[config.mk]
export PLATFORM = sky130hd
export DESIGN_NAME = sophie_germain_prime_test_unit
export DESIGN_NICKNAME = d
export VERILOG_FILES = /design/src/rtl/sgpt_pkg.sv /design/src/rtl/sophie_germain_prime_test_unit.sv
export VERILOG_INCLUDE_DIRS = /design/src /design/src/rtl
export SDC_FILE = /design/constraint.sdc
export NUM_CORES = 1
export LEC_CHECK = 0
export BUFFER_PORTS_ARGS = -buffer_cell sky130_fd_sc_hd__buf_2
export CORE_MARGIN = 10
export CORE_UTILIZATION = 53
export DETAILED_ROUTE_END_ITERATION = 8
export GPL_ROUTABILITY_DRIVEN = 0
export GPL_TIMING_DRIVEN = 0
export PLACE_DENSITY = 0.67
export SLEW_MARGIN = 20
export SYNTH_ARGS = -nofsm -noshare
export SYNTH_HDL_FRONTEND = slang
export SYNTH_SLANG_ARGS = --single-unit
[constraint.sdc]
create_clock -name clk_i -period 10.9 [get_ports clk_i]
set_clock_uncertainty 0.2 [all_clocks]
set_input_delay 2.18 -clock clk_i [delete_from_list [all_inputs] [get_ports clk_i]]
set_output_delay 2.18 -clock clk_i [all_outputs]
set_load 0.02 [all_outputs]
[src/rtl/assert_macros.svh]
// assertion macros shared by the rtl files
// no dependencies; simulation sees the checks, synthesis sees empty bodies
`ifndef ASSERT_MACROS_SVH
`define ASSERT_MACROS_SVH

`ifndef SYNTHESIS

// property must hold at every clock edge outside reset
`define SG_ASSERT(lbl, clk, rst_n, prop) \
  lbl: assert property (@(posedge clk) disable iff (!rst_n) (prop)) \
    else $error("assertion failed");

// expression must never be true outside reset
`define SG_NEVER(lbl, clk, rst_n, expr) \
  lbl: assert property (@(posedge clk) disable iff (!rst_n) !(expr)) \
    else $error("forbidden condition seen");

`else

`define SG_ASSERT(lbl, clk, rst_n, prop)
`define SG_NEVER(lbl, clk, rst_n, expr)

`endif

`endif

[src/rtl/sgpt_pkg.sv]
// sgpt_pkg: constants, microcode word layout and control store for the
// sophie germain prime test unit; no dependencies
`default_nettype none

package sgpt_pkg;

  localparam int unsigned NumWidthDef = 32;
  localparam int unsigned CandWidth   = 31;
  localparam int unsigned InDataW     = 32;
  localparam int unsigned OutDataW    = 8;
  localparam int unsigned PcW         = 4;

  // datapath operation of one control word
  typedef enum logic [2:0] {
    OP_NONE,
    OP_LOAD,
    OP_INIT_D,
    OP_DIV_START,
    OP_DIV_STEP,
    OP_D_ADD2,
    OP_PASS,
    OP_EMIT
  } op_e;

  // jump condition of one control word
  typedef enum logic [3:0] {
    C_NEVER,
    C_ALWAYS,
    C_NO_INPUT,
    C_LT2,
    C_LE3,
    C_EVEN,
    C_DIV_MORE,
    C_D_GT_Q,
    C_REM_ZERO,
    C_SECOND,
    C_OUT_BUSY
  } cond_e;

  typedef struct packed {
    op_e             op;
    cond_e           cond;
    logic [PcW-1:0]  target;
  } ucode_t;

  // program step addresses
  localparam logic [PcW-1:0] StepWait   = 4'd0;
  localparam logic [PcW-1:0] StepTest   = 4'd1;
  localparam logic [PcW-1:0] StepLe3    = 4'd2;
  localparam logic [PcW-1:0] StepEven   = 4'd3;
  localparam logic [PcW-1:0] StepInitD  = 4'd4;
  localparam logic [PcW-1:0] StepDivGo  = 4'd5;
  localparam logic [PcW-1:0] StepDiv    = 4'd6;
  localparam logic [PcW-1:0] StepBound  = 4'd7;
  localparam logic [PcW-1:0] StepRem    = 4'd8;
  localparam logic [PcW-1:0] StepNextD  = 4'd9;
  localparam logic [PcW-1:0] StepPass   = 4'd10;
  localparam logic [PcW-1:0] StepAgain  = 4'd11;
  localparam logic [PcW-1:0] StepDone   = 4'd12;
  localparam logic [PcW-1:0] StepWrap   = 4'd13;
  localparam logic [PcW-1:0] StepLast   = StepWrap;

  // control store: jump to target when the condition holds, else fall through
  function automatic ucode_t ucode_rom(input logic [PcW-1:0] pc);
    ucode_t w;
    w = '{op: OP_NONE, cond: C_ALWAYS, target: StepWait};
    unique case (pc)
      StepWait:  w = '{op: OP_LOAD,      cond: C_NO_INPUT, target: StepWait};
      StepTest:  w = '{op: OP_NONE,      cond: C_LT2,      target: StepDone};
      StepLe3:   w = '{op: OP_NONE,      cond: C_LE3,      target: StepPass};
      StepEven:  w = '{op: OP_NONE,      cond: C_EVEN,     target: StepDone};
      StepInitD: w = '{op: OP_INIT_D,    cond: C_NEVER,    target: StepWait};
      StepDivGo: w = '{op: OP_DIV_START, cond: C_NEVER,    target: StepWait};
      StepDiv:   w = '{op: OP_DIV_STEP,  cond: C_DIV_MORE, target: StepDiv};
      StepBound: w = '{op: OP_NONE,      cond: C_D_GT_Q,   target: StepPass};
      StepRem:   w = '{op: OP_NONE,      cond: C_REM_ZERO, target: StepDone};
      StepNextD: w = '{op: OP_D_ADD2,    cond: C_ALWAYS,   target: StepDivGo};
      StepPass:  w = '{op: OP_PASS,      cond: C_SECOND,   target: StepDone};
      StepAgain: w = '{op: OP_NONE,      cond: C_ALWAYS,   target: StepTest};
      StepDone:  w = '{op: OP_EMIT,      cond: C_OUT_BUSY, target: StepDone};
      StepWrap:  w = '{op: OP_NONE,      cond: C_ALWAYS,   target: StepWait};
      default:   w = '{op: OP_NONE,      cond: C_ALWAYS,   target: StepWait};
    endcase
    return w;
  endfunction

endpackage

`default_nettype wire

[src/rtl/sophie_germain_prime_test_unit.sv]
// a candidate below 2 goes straight to the done step; otherwise the screening steps run,
// and past them a division, a bound check and a remainder check per odd trial divisor, for
// the candidate and then for 2n+1; the bit-serial divider yields quotient and remainder
// one bit a cycle, and a stall on the result channel holds the done step. one item at a
// time: once the result enters the output register, the wrap step leads back to the wait
// step for the next request. reset returns the sequencer to the wait step and empties it
`default_nettype none
`include "assert_macros.svh"

module sophie_germain_prime_test_unit
  import sgpt_pkg::*;
#(
  parameter int unsigned NUM_WIDTH = NumWidthDef
) (
  input  wire logic                clk_i,
  input  wire logic                rst_ni,
  // request channel in
  input  wire logic                s_axis_tvalid_i,
  output      logic                s_axis_tready_o,
  input  wire logic [InDataW-1:0]  s_axis_tdata_i,  // [30:0] candidate, [31] zero
  // result channel out
  output      logic                m_axis_tvalid_o,
  input  wire logic                m_axis_tready_i,
  output      logic [OutDataW-1:0] m_axis_tdata_o   // [0] candidate_is_prime,
                                                     // [1] germain_flag, [7:2] zero
);

  localparam int unsigned W    = NUM_WIDTH;
  localparam int unsigned CntW = $clog2(NUM_WIDTH + 1);

  // sequencer
  logic [PcW-1:0]  pc_q, pc_d;
  ucode_t          uw;
  logic            jump;

  // datapath: number under test, trial divisor, serial divider
  logic [W-1:0]    n_q, n_d;
  logic [W-1:0]    d_q, d_d;
  logic [W-1:0]    rem_q, rem_d;
  logic [W-1:0]    quo_q, quo_d;
  logic [CntW-1:0] cnt_q, cnt_d;
  logic [W:0]      shifted;
  logic [W:0]      diff;

  // verdict flags and output register
  logic            second_q, second_d;
  logic            p_q, p_d;
  logic            g_q, g_d;
  logic            ovalid_q, ovalid_d;
  logic            oprime_q, oprime_d;
  logic            ogerm_q, ogerm_d;

  assign uw = ucode_rom(pc_q);

  // restoring division step: shift in the next dividend bit, try a subtract
  assign shifted = {rem_q, quo_q[W-1]};
  assign diff    = shifted - {1'b0, d_q};

  // jump condition decoder
  always_comb begin
    unique case (uw.cond)
      C_NEVER:    jump = 1'b0;
      C_ALWAYS:   jump = 1'b1;
      C_NO_INPUT: jump = !s_axis_tvalid_i;
      C_LT2:      jump = (n_q[W-1:1] == '0);
      C_LE3:      jump = (n_q[W-1:2] == '0);
      C_EVEN:     jump = !n_q[0];
      C_DIV_MORE: jump = (cnt_q != CntW'(1));
      C_D_GT_Q:   jump = (d_q > quo_q);
      C_REM_ZERO: jump = (rem_q == '0);
      C_SECOND:   jump = second_q;
      C_OUT_BUSY: jump = ovalid_q;
      default:    jump = 1'b1;
    endcase
  end

  assign pc_d = jump ? uw.target : pc_q + PcW'(1);

  // datapath operations
  always_comb begin
    n_d      = n_q;
    d_d      = d_q;
    rem_d    = rem_q;
    quo_d    = quo_q;
    cnt_d    = cnt_q;
    second_d = second_q;
    p_d      = p_q;
    g_d      = g_q;
    oprime_d = oprime_q;
    ogerm_d  = ogerm_q;
    ovalid_d = ovalid_q && !m_axis_tready_i;

    unique case (uw.op)
      OP_NONE: ;
      OP_LOAD: begin
        if (s_axis_tvalid_i) begin
          // reduce to the arithmetic width
          n_d      = W'(s_axis_tdata_i[CandWidth-1:0]);
          second_d = 1'b0;
          p_d      = 1'b0;
          g_d      = 1'b0;
        end
      end
      OP_INIT_D: d_d = W'(3);
      OP_DIV_START: begin
        rem_d = '0;
        quo_d = n_q;
        cnt_d = CntW'(W);
      end
      OP_DIV_STEP: begin
        if (!diff[W]) begin
          rem_d = diff[W-1:0];
          quo_d = {quo_q[W-2:0], 1'b1};
        end else begin
          rem_d = shifted[W-1:0];
          quo_d = {quo_q[W-2:0], 1'b0};
        end
        cnt_d = cnt_q - CntW'(1);
      end
      OP_D_ADD2: d_d = d_q + W'(2);
      OP_PASS: begin
        if (second_q) begin
          g_d = 1'b1;
        end else begin
          // candidate is prime, go on with 2n+1 wrapped to the width
          p_d      = 1'b1;
          second_d = 1'b1;
          n_d      = {n_q[W-2:0], 1'b1};
        end
      end
      OP_EMIT: begin
        if (!ovalid_q) begin
          ovalid_d = 1'b1;
          oprime_d = p_q;
          ogerm_d  = g_q;
        end
      end
      default: ;
    endcase
  end

  always_ff @(posedge clk_i or negedge rst_ni) begin
    if (!rst_ni) begin
      pc_q     <= StepWait;
      ovalid_q <= 1'b0;
    end else begin
      pc_q     <= pc_d;
      ovalid_q <= ovalid_d;
    end
  end

  always_ff @(posedge clk_i) begin
    n_q      <= n_d;
    d_q      <= d_d;
    rem_q    <= rem_d;
    quo_q    <= quo_d;
    cnt_q    <= cnt_d;
    second_q <= second_d;
    p_q      <= p_d;
    g_q      <= g_d;
    oprime_q <= oprime_d;
    ogerm_q  <= ogerm_d;
  end

  assign s_axis_tready_o = (pc_q == StepWait);
  assign m_axis_tvalid_o = ovalid_q;
  assign m_axis_tdata_o  = {{(OutDataW-2){1'b0}}, ogerm_q, oprime_q};

  // a result enters the output register only from the final step
  `SG_ASSERT(a_emit_from_done, clk_i, rst_ni,
             $rose(ovalid_q) |-> ($past(pc_q) == StepDone))
  // a germain verdict always comes with a prime candidate
  `SG_NEVER(a_germ_needs_prime, clk_i, rst_ni, ovalid_q && ogerm_q && !oprime_q)
  // divider steps only run with a live count and an odd divisor from three up
  `SG_ASSERT(a_div_sane, clk_i, rst_ni,
             (pc_q == StepDiv) |-> ((cnt_q != '0) && d_q[0] && (d_q >= W'(3))))
  // the program counter stays within the control store
  `SG_NEVER(a_pc_range, clk_i, rst_ni, pc_q > StepLast)

endmodule

`default_nettype wire

==> impl_results.md, run 1 <==
- Total Routing Usage GR: 17.9%
- Layout area overhead: 12.1%
- Post-Syn Area per Cell: 10.1 µm²
- # hold bufs at CTS: 0
- CTS tree: built
- Share of the synthesized area in the top cell type: 43.5%
- Syn Inst Count: 945
- Sequential power share: 51.1%
- Vias per inst: 5.77
- Post-CTS setup buffers: 0
- Worst skew pair latency: 0.43 ns
- Maximum vdd ir drop: 0.118 mV
- Hold Path Class: reg2reg
- Count of final setup violators: 0
- CTS resizes: 0
- Die area: 23700 µm²
- Pwr per Cell Area: 109 nW/µm²
- IO Pins: 46
- Status: finished, final reports clean
- Gr ovfl total: 0
- Initial Util: 54.5%
- Synth Warn #: 0
- WL/cell: 17.5 µm
- Ys flop type: edfxtp_1
- Synth area leader: edfxtp_1
- Crit path cell chain: inv_1 -> ha_1 -> nand2_1 -> o21ai_0 -> a22oi_1 -> nor2_1 -> nand2_1 -> clkbuf_1 -> buf_1 -> nand2_4 -> buf_12
- Sw frac: 20.6%
- Clock Tree Buf Depth: 2
- Final WL: 21.8 mm
- Switch Pwr: 240 µW
- XOR/XNOR share of the synthesized area: 6.00%
- Crit path kind: reg2reg
- Setup TNS Final: 0 ns
- Setup crit start kind: flip-flop
- Initial DRC count: 538
- Static Leak: 0.00468 µW
- Clk pin slew, worst setup/hold paths: 0.06 ns
- #FFs+latches synth: 143
- Ys async rst share: 3.50%
- Tmin final: 4.59 ns
- Max_slew headroom: 54.0%
- CTS Buf Count: 17
- Area contributors post-synth: edfxtp_1 (44%), ha_1 (9.5%), xnor2_1 (4.4%)
- RSZ-0062 raised after global routing: false
- Critical Path End Type: flip-flop
- Simple-gate area share of the yosys netlist: 14.5%
- Number of synthesized flops with an enable pin: 138
- Worst Tran Pin Value: 0.690 ns
- CP Data Arrival Time: 4.55 ns
- Core area: 17500 µm²
- Top achievable clock speed: 0.218 GHz
- CP Data Required Time: 10.86 ns
- Slowest stage delay, CP: 0.59 ns
- Int Power: 926 µW
- Row count: 48
- Initial antenna violation count: 0
- Slowest cell on crit path: clkbuf_1
- Synth Area in Compound Gates: 12.4%
- Slew Limit Fails: 0
- Max Cap Violations: 0
- Filler cells: 1462
- Seq/Total Area, Yosys: 44.9%
- Commonest cells in the netlist: edfxtp_1 (138), nor2_1 (100), nand2_1 (84), inv_1 (78), ha_1 (72)
- Final Cycle Share: 42.1%
- Distinct cells, synth: 61
- Largest family of logic cells by synthesized area: simple AND/OR/NAND/NOR gates
- Vias in the first global route: 6834
- Post-Layout Cell Count: 1248
- DP HPWL: 16.4 mm
- Comb pwr share: 1.3%
- H-tree depth: 4
- Clock network power share: 47.6%
- Ratio of cells with drive above 1 in the final layout: 13.1%
- Port Buffer Count: 38
- Clock Sinks: 143
- Final hold violations: 0
- Antenna viol nets, final: 0
- Wire length of the first global-routing pass: 34.8 mm
- Die X: 154 µm
- Post-synthesis mux area share: 7.19%
- Root buffer cell: clkbuf_16
- Synthesized area: 9520 µm²
- Crit path max fanout: 36
- Adder and majority gate portion of the synthesized area: 9.68%
- DR vias: 7202
- Count leader, synth: edfxtp_1
- Placed insts: 1216
- Most used cell, CP: nand2_1
- DRC Markers: 0
- Die Y: 154 µm
- Largest net degree at the start of global routing: 37
- Antenna Diode Count: 0
- Nets: 1119
- First-pass detailed-route iteration total: 5
layout make-up:
cell class | instances | area [µm²] | share of cell area [%]
clock buffers | 20 | 447 | 4.19
flip-flops and latches | 143 | 4270 | 40.0
repair buffers | 41 | 265 | 2.49
multi-input cells | 691 | 4780 | 44.8
inverters | 78 | 293 | 2.74
well taps | 225 | 282 | 2.64
clock inverters | 12 | 114 | 1.07
plain buffers | 38 | 221 | 2.08
layout by cell type (no fill, tap or decap), drive strengths merged, types with 29 or more instances in the layout:
cell type / n
clkbuf: 43
mux2i: 29
nand2: 84
mux2: 35
ha: 72
edfxtp: 138
inv: 79
buf: 56
a21oi: 51
o21ai: 62
nor2: 100
xnor2: 49
registers in the layout, summed over array words and instances (netlist names):
register	cells
n_q	32
quo_q	32
rem_q	32
d_q	31
cnt_q	6
pc_q	4
g_q	1
m_axis_tvalid_o	1
ogerm_q	1
oprime_q	1
p_q	1
second_q	1
power groups by stage:
stage	Combinational (µW)	Clock [µW]	Sequential (µW)
after floorplan	8.74	0	607
after global placement	15.0	0	607
after detailed placement	15.4	0	607
after CTS	15.5	562	595
after global routing	17.3	582	595
final	15.5	555	595
logic make-up after synthesis:
kind of cell             after synthesis
AND/OR/NAND/NOR                      298
AO/OA/AOI/OAI                        187
flip-flops                           143
buffers and inverters                116
adder cells (fa/ha/maj)               73
multiplexers                          64
XOR/XNOR                              63
other                                  1
critical path, delay by kind of cell (launching register included):
kind	cells	cell delay (ns)
buf+inv	4	1.59
simple gates	4	1.22
flops	1	0.52
compound gates	2	0.46
fa+ha+maj	1	0.29
final timing paths:
kind                                    to    start  depth (start not counted)  slack, ns
max reg2reg                      rem_q[19]  pc_q[0]                         11       6.31
min                                ogerm_q      g_q                          0       0.22
min in group asynchronous  m_axis_tvalid_o   rst_ni                          1       1.36
max                              rem_q[19]  pc_q[0]                         11       6.31
min reg2reg                        ogerm_q      g_q                          0       0.22
max in group asynchronous          pc_q[3]   rst_ni                          1       9.02
routing by layer:
metal  GRT usage, %  routed length (µm)  up-vias
met5              0                   0        -
met4           6.21                 377        0
met3           3.21                1260       32
met2           28.2                9950      233
met1           24.3               10200     3390
li1               -                   -     3547
per-stage QoR:
stage / util [%] / hold slack (ns) / setup slack, ns / cell area (µm²) / power (µW)
2_1_floorplan: - / 0.200 / 6.00 / 9540 / 616
4_1_cts: 61.1 / 0.224 / 6.31 / 10700 / 1170
6_report: 61.1 / 0.221 / 6.31 / 10700 / 1170
3_3_place_gp: 57.3 / 0.202 / 4.44 / 10000 / 622
5_1_grt: 61.1 / 0.243 / 5.92 / 10700 / 1190
3_5_place_dp: 57.9 / 0.208 / 6.33 / 10100 / 622
Note: power is estimated with default switching activity, not from simulation.
==> run 2, diff against run 1 <==
Settings changed: PLACE_DENSITY 0.67 to 0.7.
Clock period 10.9 ns to 3.85 ns, I/O delays scaled along.
==> impl_results.md, run 2 (synthesis gave the netlist of run 1 again) <==
- Critical Path End Type: flip-flop
- Tmin final: 3.69 ns (-0.902 ns)
- Comb pwr share: 1.3% (about the same)
- Most used cell, CP: a31oi_4
- Layout area overhead: 14.8%
- Vias in the first global route: 7207 (+5.5%)
- Slew Limit Fails: 0 (unchanged)
- Top achievable clock speed: 0.271 GHz (+24%)
- Multi-input gate area: 4840 µm² (+1.3%)
- Worst skew pair latency: 0.43 ns (about the same)
- Worst hold stages: 0 (unchanged)
- Root buffer cell: clkbuf_16
- Final WL: 22.5 mm (+3.2%)
- Nets: 1131 (+1.1%)
- DP HPWL: 16.5 mm (+0.64%)
- Most common cell after layout, fill and taps aside: edfxtp_1
- CP Data Required Time: 3.80 ns (-7.06 ns)
- Port Buffer Count: 38 (unchanged)
- Antenna Diode Count: 0 (unchanged)
- Wire length of the first global-routing pass: 36.4 mm (+4.6%)
- Static Leak: 0.00479 µW (+2.3%)
- First-pass detailed-route iteration total: 5 (unchanged)
- Pwr per Cell Area: 317 nW/µm² (+190%)
- RSZ-0062 raised after global routing: false
- Initial DRC count: 598 (+11%)
- Die Y: 154 µm (unchanged)
- Switch Pwr: 720 µW (+200%)
- Die area: 23700 µm² (unchanged)
- CTS Buf Count: 17 (unchanged)
- Total Routing Usage GR: 18.6% (+0.61 points)
- Int Power: 2740 µW (+200%)
- Reg-to-reg slack, setup: 0.16 ns (-6.15 ns)
- DR vias: 7310 (+1.5%)
- Antenna viol nets, final: 0 (unchanged)
- Row count: 48 (unchanged)
- H-tree depth: 4 (unchanged)
- Critical path depth: 13 (+2)
- Crit path kind: reg2reg
- Top Registers: n_q x32, quo_q x32, rem_q x32
- Status: finished, final reports clean
- Slowest stage delay, CP: 0.51 ns (-0.08 ns)
- Count of final setup violators: 0 (unchanged)
- Max Cap Violations: 0 (unchanged)
- CTS tree: built
- Max_slew headroom: 47.0% (-7.0 points)
- Total power draw: 3460 µW (+200%)
- Crit path max fanout: 7 (-81%)
- Ratio of cells with drive above 1 in the final layout: 15.2% (+2.1 points)
- Clock Tree Buf Depth: 2 (unchanged)
- Crit path cell chain: inv_2 -> ha_4 -> or4_4 -> o21ai_2 -> a2111oi_2 -> or3_1 -> buf_6 -> a31oi_4 -> a31oi_4 -> xnor2_4 -> clkbuf_16 -> mux2i_1 -> nor2_1
- Filler cells: 1420 (-2.9%)
- Worst Tran Pin Value: 0.791 ns (+0.101 ns)
- Hold Path Class: reg2reg
- Post-Layout Cell Count: 1259 (+0.88%)
- Maximum vdd ir drop: 0.350 mV (+200%)
- Initial Util: 54.5% (unchanged)
- Sequential power share: 48.6% (-2.5 points)
- Placed insts: 1216 (unchanged)
- Sw frac: 20.8% (+0.25 points)
- Worst path bufs/invs: 3 (-1)
- IO Pins: 46 (unchanged)
- Slowest cell on crit path: or4_4
- Clk pin slew, worst setup/hold paths: 0.06 ns (about the same)
- Core area: 17500 µm² (unchanged)
- CP Data Arrival Time: 3.64 ns (-0.91 ns)
- Final hold violations: 0 (unchanged)
- Setup crit start kind: flip-flop
- Die X: 154 µm (unchanged)
- Clock Sinks: 143 (unchanged)
- DRC Markers: 0 (unchanged)
- Largest net degree at the start of global routing: 39 (+5.4%)
- Initial antenna violation count: 0 (unchanged)
- Final Cycle Share: 95.9% (+54 points)
- Most frequent cells in the layout: edfxtp_1 (138), nor2_1 (99), nand2_1 (82), inv_1 (75), ha_1 (71)
- CP delay by family, top: simple AND/OR/NAND/NOR gates
- WL/cell: 17.9 µm (+2.3%)
- Clock network power share: 50.0% (+2.4 points)
- Gr ovfl total: 0 (unchanged)
- Sequential cell area: 4270 µm² (unchanged)
- Worst reg2reg path depth: 13 (+2)
- Vias per inst: 5.81 (+0.61%)
## run 2: path summary, 6_finish.rpt
check                      startpoint               to
setup / recovery               d_q[5]        rem_q[13]
hold / removal                    g_q          ogerm_q
hold reg to reg                   g_q          ogerm_q
setup reg to reg               d_q[5]        rem_q[13]
max in group asynchronous      rst_ni          pc_q[3]
min in group asynchronous      rst_ni  m_axis_tvalid_o
## run 2: final cells by class
class,instances,area share [%]
Buffer,38,2.13
Sequential cell,143,39.1
Multi-Input combinational cell,692,44.3
Timing Repair Buffer,52,3.64
Clock inverter,14,1.64
Clock buffer,17,3.90
Inverter,78,2.68
Tap cell,225,2.58
## run 2: routing by layer
layer	GRT usage, %	up-vias	wire length (µm)
li1	-	3576	-
met1	24.6	3488	10300
met2	29.4	208	10600
met3	4.04	38	1190
met4	5.98	0	469
met5	0	-	0
## run 2: timing repair
item	CTS	global route
endpoints found under the hold margin	5	0
buffers inserted	6	2
setup endpoints to repair	107	89
gates resized for setup	7	10
hold buffers	1	0
gates cloned	0	3
pin swaps	1	3
## run 2: power groups by stage
stage               sequential [µW]  clock [µW]  combinational, µW
finish                         1680        1730               45.1
global route                   1680        1810               50.1
CTS                            1680        1750               44.9
detailed placement             1720           0               43.9
global placement               1720           0               42.5
floorplan                      1720           0               24.7
## run 2: metrics by stage
stage	hold WS [ns]	setup TNS [ns]	cell area [µm²]	worst slack (ns)	utilization, %
final	0.229	0	10900	0.159	62.5
after global routing	0.256	0	10900	0.0153	62.5
after CTS	0.232	0	10800	0.0253	61.9
after detailed placement	0.208	-49.78	10100	-0.751	57.9
after global placement	0.203	-127.97	10000	-1.37	57.3
after floorplan	0.200	0	9540	0.191	-
==> run 3, diff against run 2 <==
Settings changed: CORE_MARGIN 10 to unset, PLACE_DENSITY 0.7 to 0.67.
Clock period 3.85 ns to 4 ns, I/O delays scaled along.
==> impl_results.md, run 3 (synthesis gave the netlist of run 1 again) <==
- Status: finished, final reports clean
- Final WL: 21.7 mm (-3.6%)
- H-tree depth: 4 (unchanged)
- Count of final setup violators: 0 (unchanged)
- Port Buffer Count: 38 (unchanged)
- Placed insts: 1216 (unchanged)
- Fin util: 62.5% (unchanged)
- Clock Tree Buf Depth: 2 (unchanged)
- Tmin final: 3.90 ns (+0.211 ns)
- Crit path cell chain: inv_1 -> fa_1 -> a21oi_2 -> o21a_1 -> a2111oi_2 -> or3_1 -> buf_6 -> a31oi_4 -> a31oi_4 -> xnor2_4 -> buf_4 -> or3_2 -> a21oi_1
- Total Routing Usage GR: 24.7% (+6.1 points)
- Ratio of cells with drive above 1 in the final layout: 14.4% (-0.76 points)
- Worst setup margin: 0.0985 ns (-0.0607 ns)
- Slowest cell on crit path: fa_1
- Antenna Diode Count: 0 (unchanged)
- Clk pin slew, worst setup/hold paths: 0.06 ns (about the same)
- Vias per inst: 5.69 (-2.0%)
- Setup TNS Final: 0 ns (unchanged)
- Die area: 18500 µm² (-22%)
- Post-Layout Cell Count: 1258 (-0.079%)
- Vias in the first global route: 6810 (-5.5%)
- CTS tree: built
- First-pass detailed-route iteration total: 5 (unchanged)
- Maximum vdd ir drop: 0.295 mV (-16%)
- Setup crit start kind: flip-flop
- Met1 Track Usage GR: 33.8% (+9.2 points)
- Pwr per Cell Area: 314 nW/µm² (-1.0%)
- Slowest stage delay, CP: 0.51 ns (about the same)
- CP Data Required Time: 4.07 ns (+0.27 ns)
- Layout area overhead: 14.4%
- Post-Place Setup Slack: -0.581 ns (+0.170 ns)
- Die X: 136 µm (-12%)
- Hold Path Class: reg2reg
- Row count: 48 (unchanged)
- Nets: 1129 (-0.18%)
- IO Pins: 46 (unchanged)
- Final Cycle Share: 97.5% (+1.7 points)
- Final hold violations: 0 (unchanged)
- Top Registers: n_q x32, quo_q x32, rem_q x32
- Met3 Use GR: 3.36% (-0.69 points)
- Slew Limit Fails: 0 (unchanged)
- CP Data Arrival Time: 3.97 ns (+0.33 ns)
- Max Cap Violations: 0 (unchanged)
- Initial Util: 54.6% (+0.19 points)
- CTS Buf Count: 17 (unchanged)
- DR vias: 7159 (-2.1%)
- DRC Markers: 0 (unchanged)
- Initial antenna violation count: 0 (unchanged)
- Clock Sinks: 143 (unchanged)
- Most used cell, CP: a31oi_4
- Root buffer cell: clkbuf_16
- Met2 Use GR: 40.2% (+11 points)
- Crit path kind: reg2reg
- DP HPWL: 16.1 mm (-2.5%)
- WL/cell: 17.3 µm (-3.5%)
- Top Usage Layer GRT: met2
- Gr ovfl total: 0 (unchanged)
- Core area: 17400 µm² (-0.34%)
- Top achievable clock speed: 0.256 GHz (-5.4%)
- Die Y: 136 µm (-12%)
- Critical Path End Type: flip-flop
- Largest net degree at the start of global routing: 37 (-5.1%)
- Worst skew pair latency: 0.43 ns (about the same)
- Total power draw: 3420 µW (-1.3%)
- Initial DRC count: 468 (-22%)
- Worst path bufs/invs: 3 (unchanged)
- Worst Tran Pin Value: 0.664 ns (-0.127 ns)
- Wire length of the first global-routing pass: 34.8 mm (-4.3%)
- Static Leak: 0.00478 µW (-0.17%)
- Most common cell after layout, fill and taps aside: edfxtp_1
- Crit path max fanout: 7 (unchanged)
- Antenna viol nets, final: 0 (unchanged)
- CP delay by family, top: compound AO/OA/AOI/OAI gates
- Most frequent cells in the layout: edfxtp_1 (138), nor2_1 (99), nand2_1 (82), inv_1 (78), ha_1 (72)
- Max_slew headroom: 55.7% (+8.7 points)
run 3: cell count changes in the layout (fill, tap and decap cells not counted), sizes merged:
cell	before	now
inv	84	79
clkinvlp	1	2
bufinv	3	5
xnor2	50	49
clkinv	4	5
buf	63	65
clkbuf	43	42
run 3: final cells by class:
type / count / area (µm²)
Tap cell: 225 / 282
Buffer: 38 / 228
Multi-Input combinational cell: 691 / 4810
Timing Repair Buffer: 51 / 355
Inverter: 78 / 293
Fill cell: 1451 / 6530
Clock inverter: 13 / 213
Clock buffer: 19 / 433
Sequential cell: 143 / 4270
run 3: metrics by stage:
| stage | instance area, µm² | hold slack [ns] |
|---|---|---|
| floorplan | 9540 | 0.200 |
| global placement | 10000 | 0.202 |
| detailed placement | 10100 | 0.209 |
| CTS | 10800 | 0.231 |
| global route | 10900 | 0.242 |
| finish | 10900 | 0.228 |
run 3: path summary, 6_finish.rpt:
path	start	endpoint	slack, ns	cells past startpoint
max reg2reg	d_q[1]	rem_q[26]	0.1	13
min reg2reg	g_q	ogerm_q	0.23	0
max in group asynchronous	rst_ni	pc_q[2]	2.94	2
min	g_q	ogerm_q	0.23	0
min in group asynchronous	rst_ni	pc_q[0]	0.52	2
max	d_q[1]	rem_q[26]	0.1	13
run 3: worst reg2reg max path, stage by stage (launching register included):
cell       delay, ns
edfxtp_1        0.39
inv_1           0.12
fa_1            0.51
a21oi_2         0.22
o21a_1          0.22
a2111oi_2       0.09
or3_1           0.40
buf_6           0.16
a31oi_4         0.19
a31oi_4         0.14
xnor2_4         0.25
buf_4           0.21
or3_2           0.49
a21oi_1         0.16
run 3: timing repair:
item,CTS,global route
hold endpoints to repair,5,0
pin swaps,1,2
buffers inserted,4,5
gates resized for setup,4,5
hold buffers,1,0
endpoints found under the setup margin,95,82
run 3: metal layers:
layer  vias to the layer above  wire length (µm)  share of wire [%]
met1                      3369             10200                 47
met5                         -                 0                  0
met2                       192             10100                 47
met4                         0               414                1.9
met3                        35               948                4.4
li1                       3563                 -                  -
run 3: report_power, final:
part           leakage [µW]  internal (µW)  switching, µW
Clock              0.000305           1110            641
Combinational       0.00308           27.5           15.4
Sequential          0.00140           1620              0
Total               0.00478           2760            656
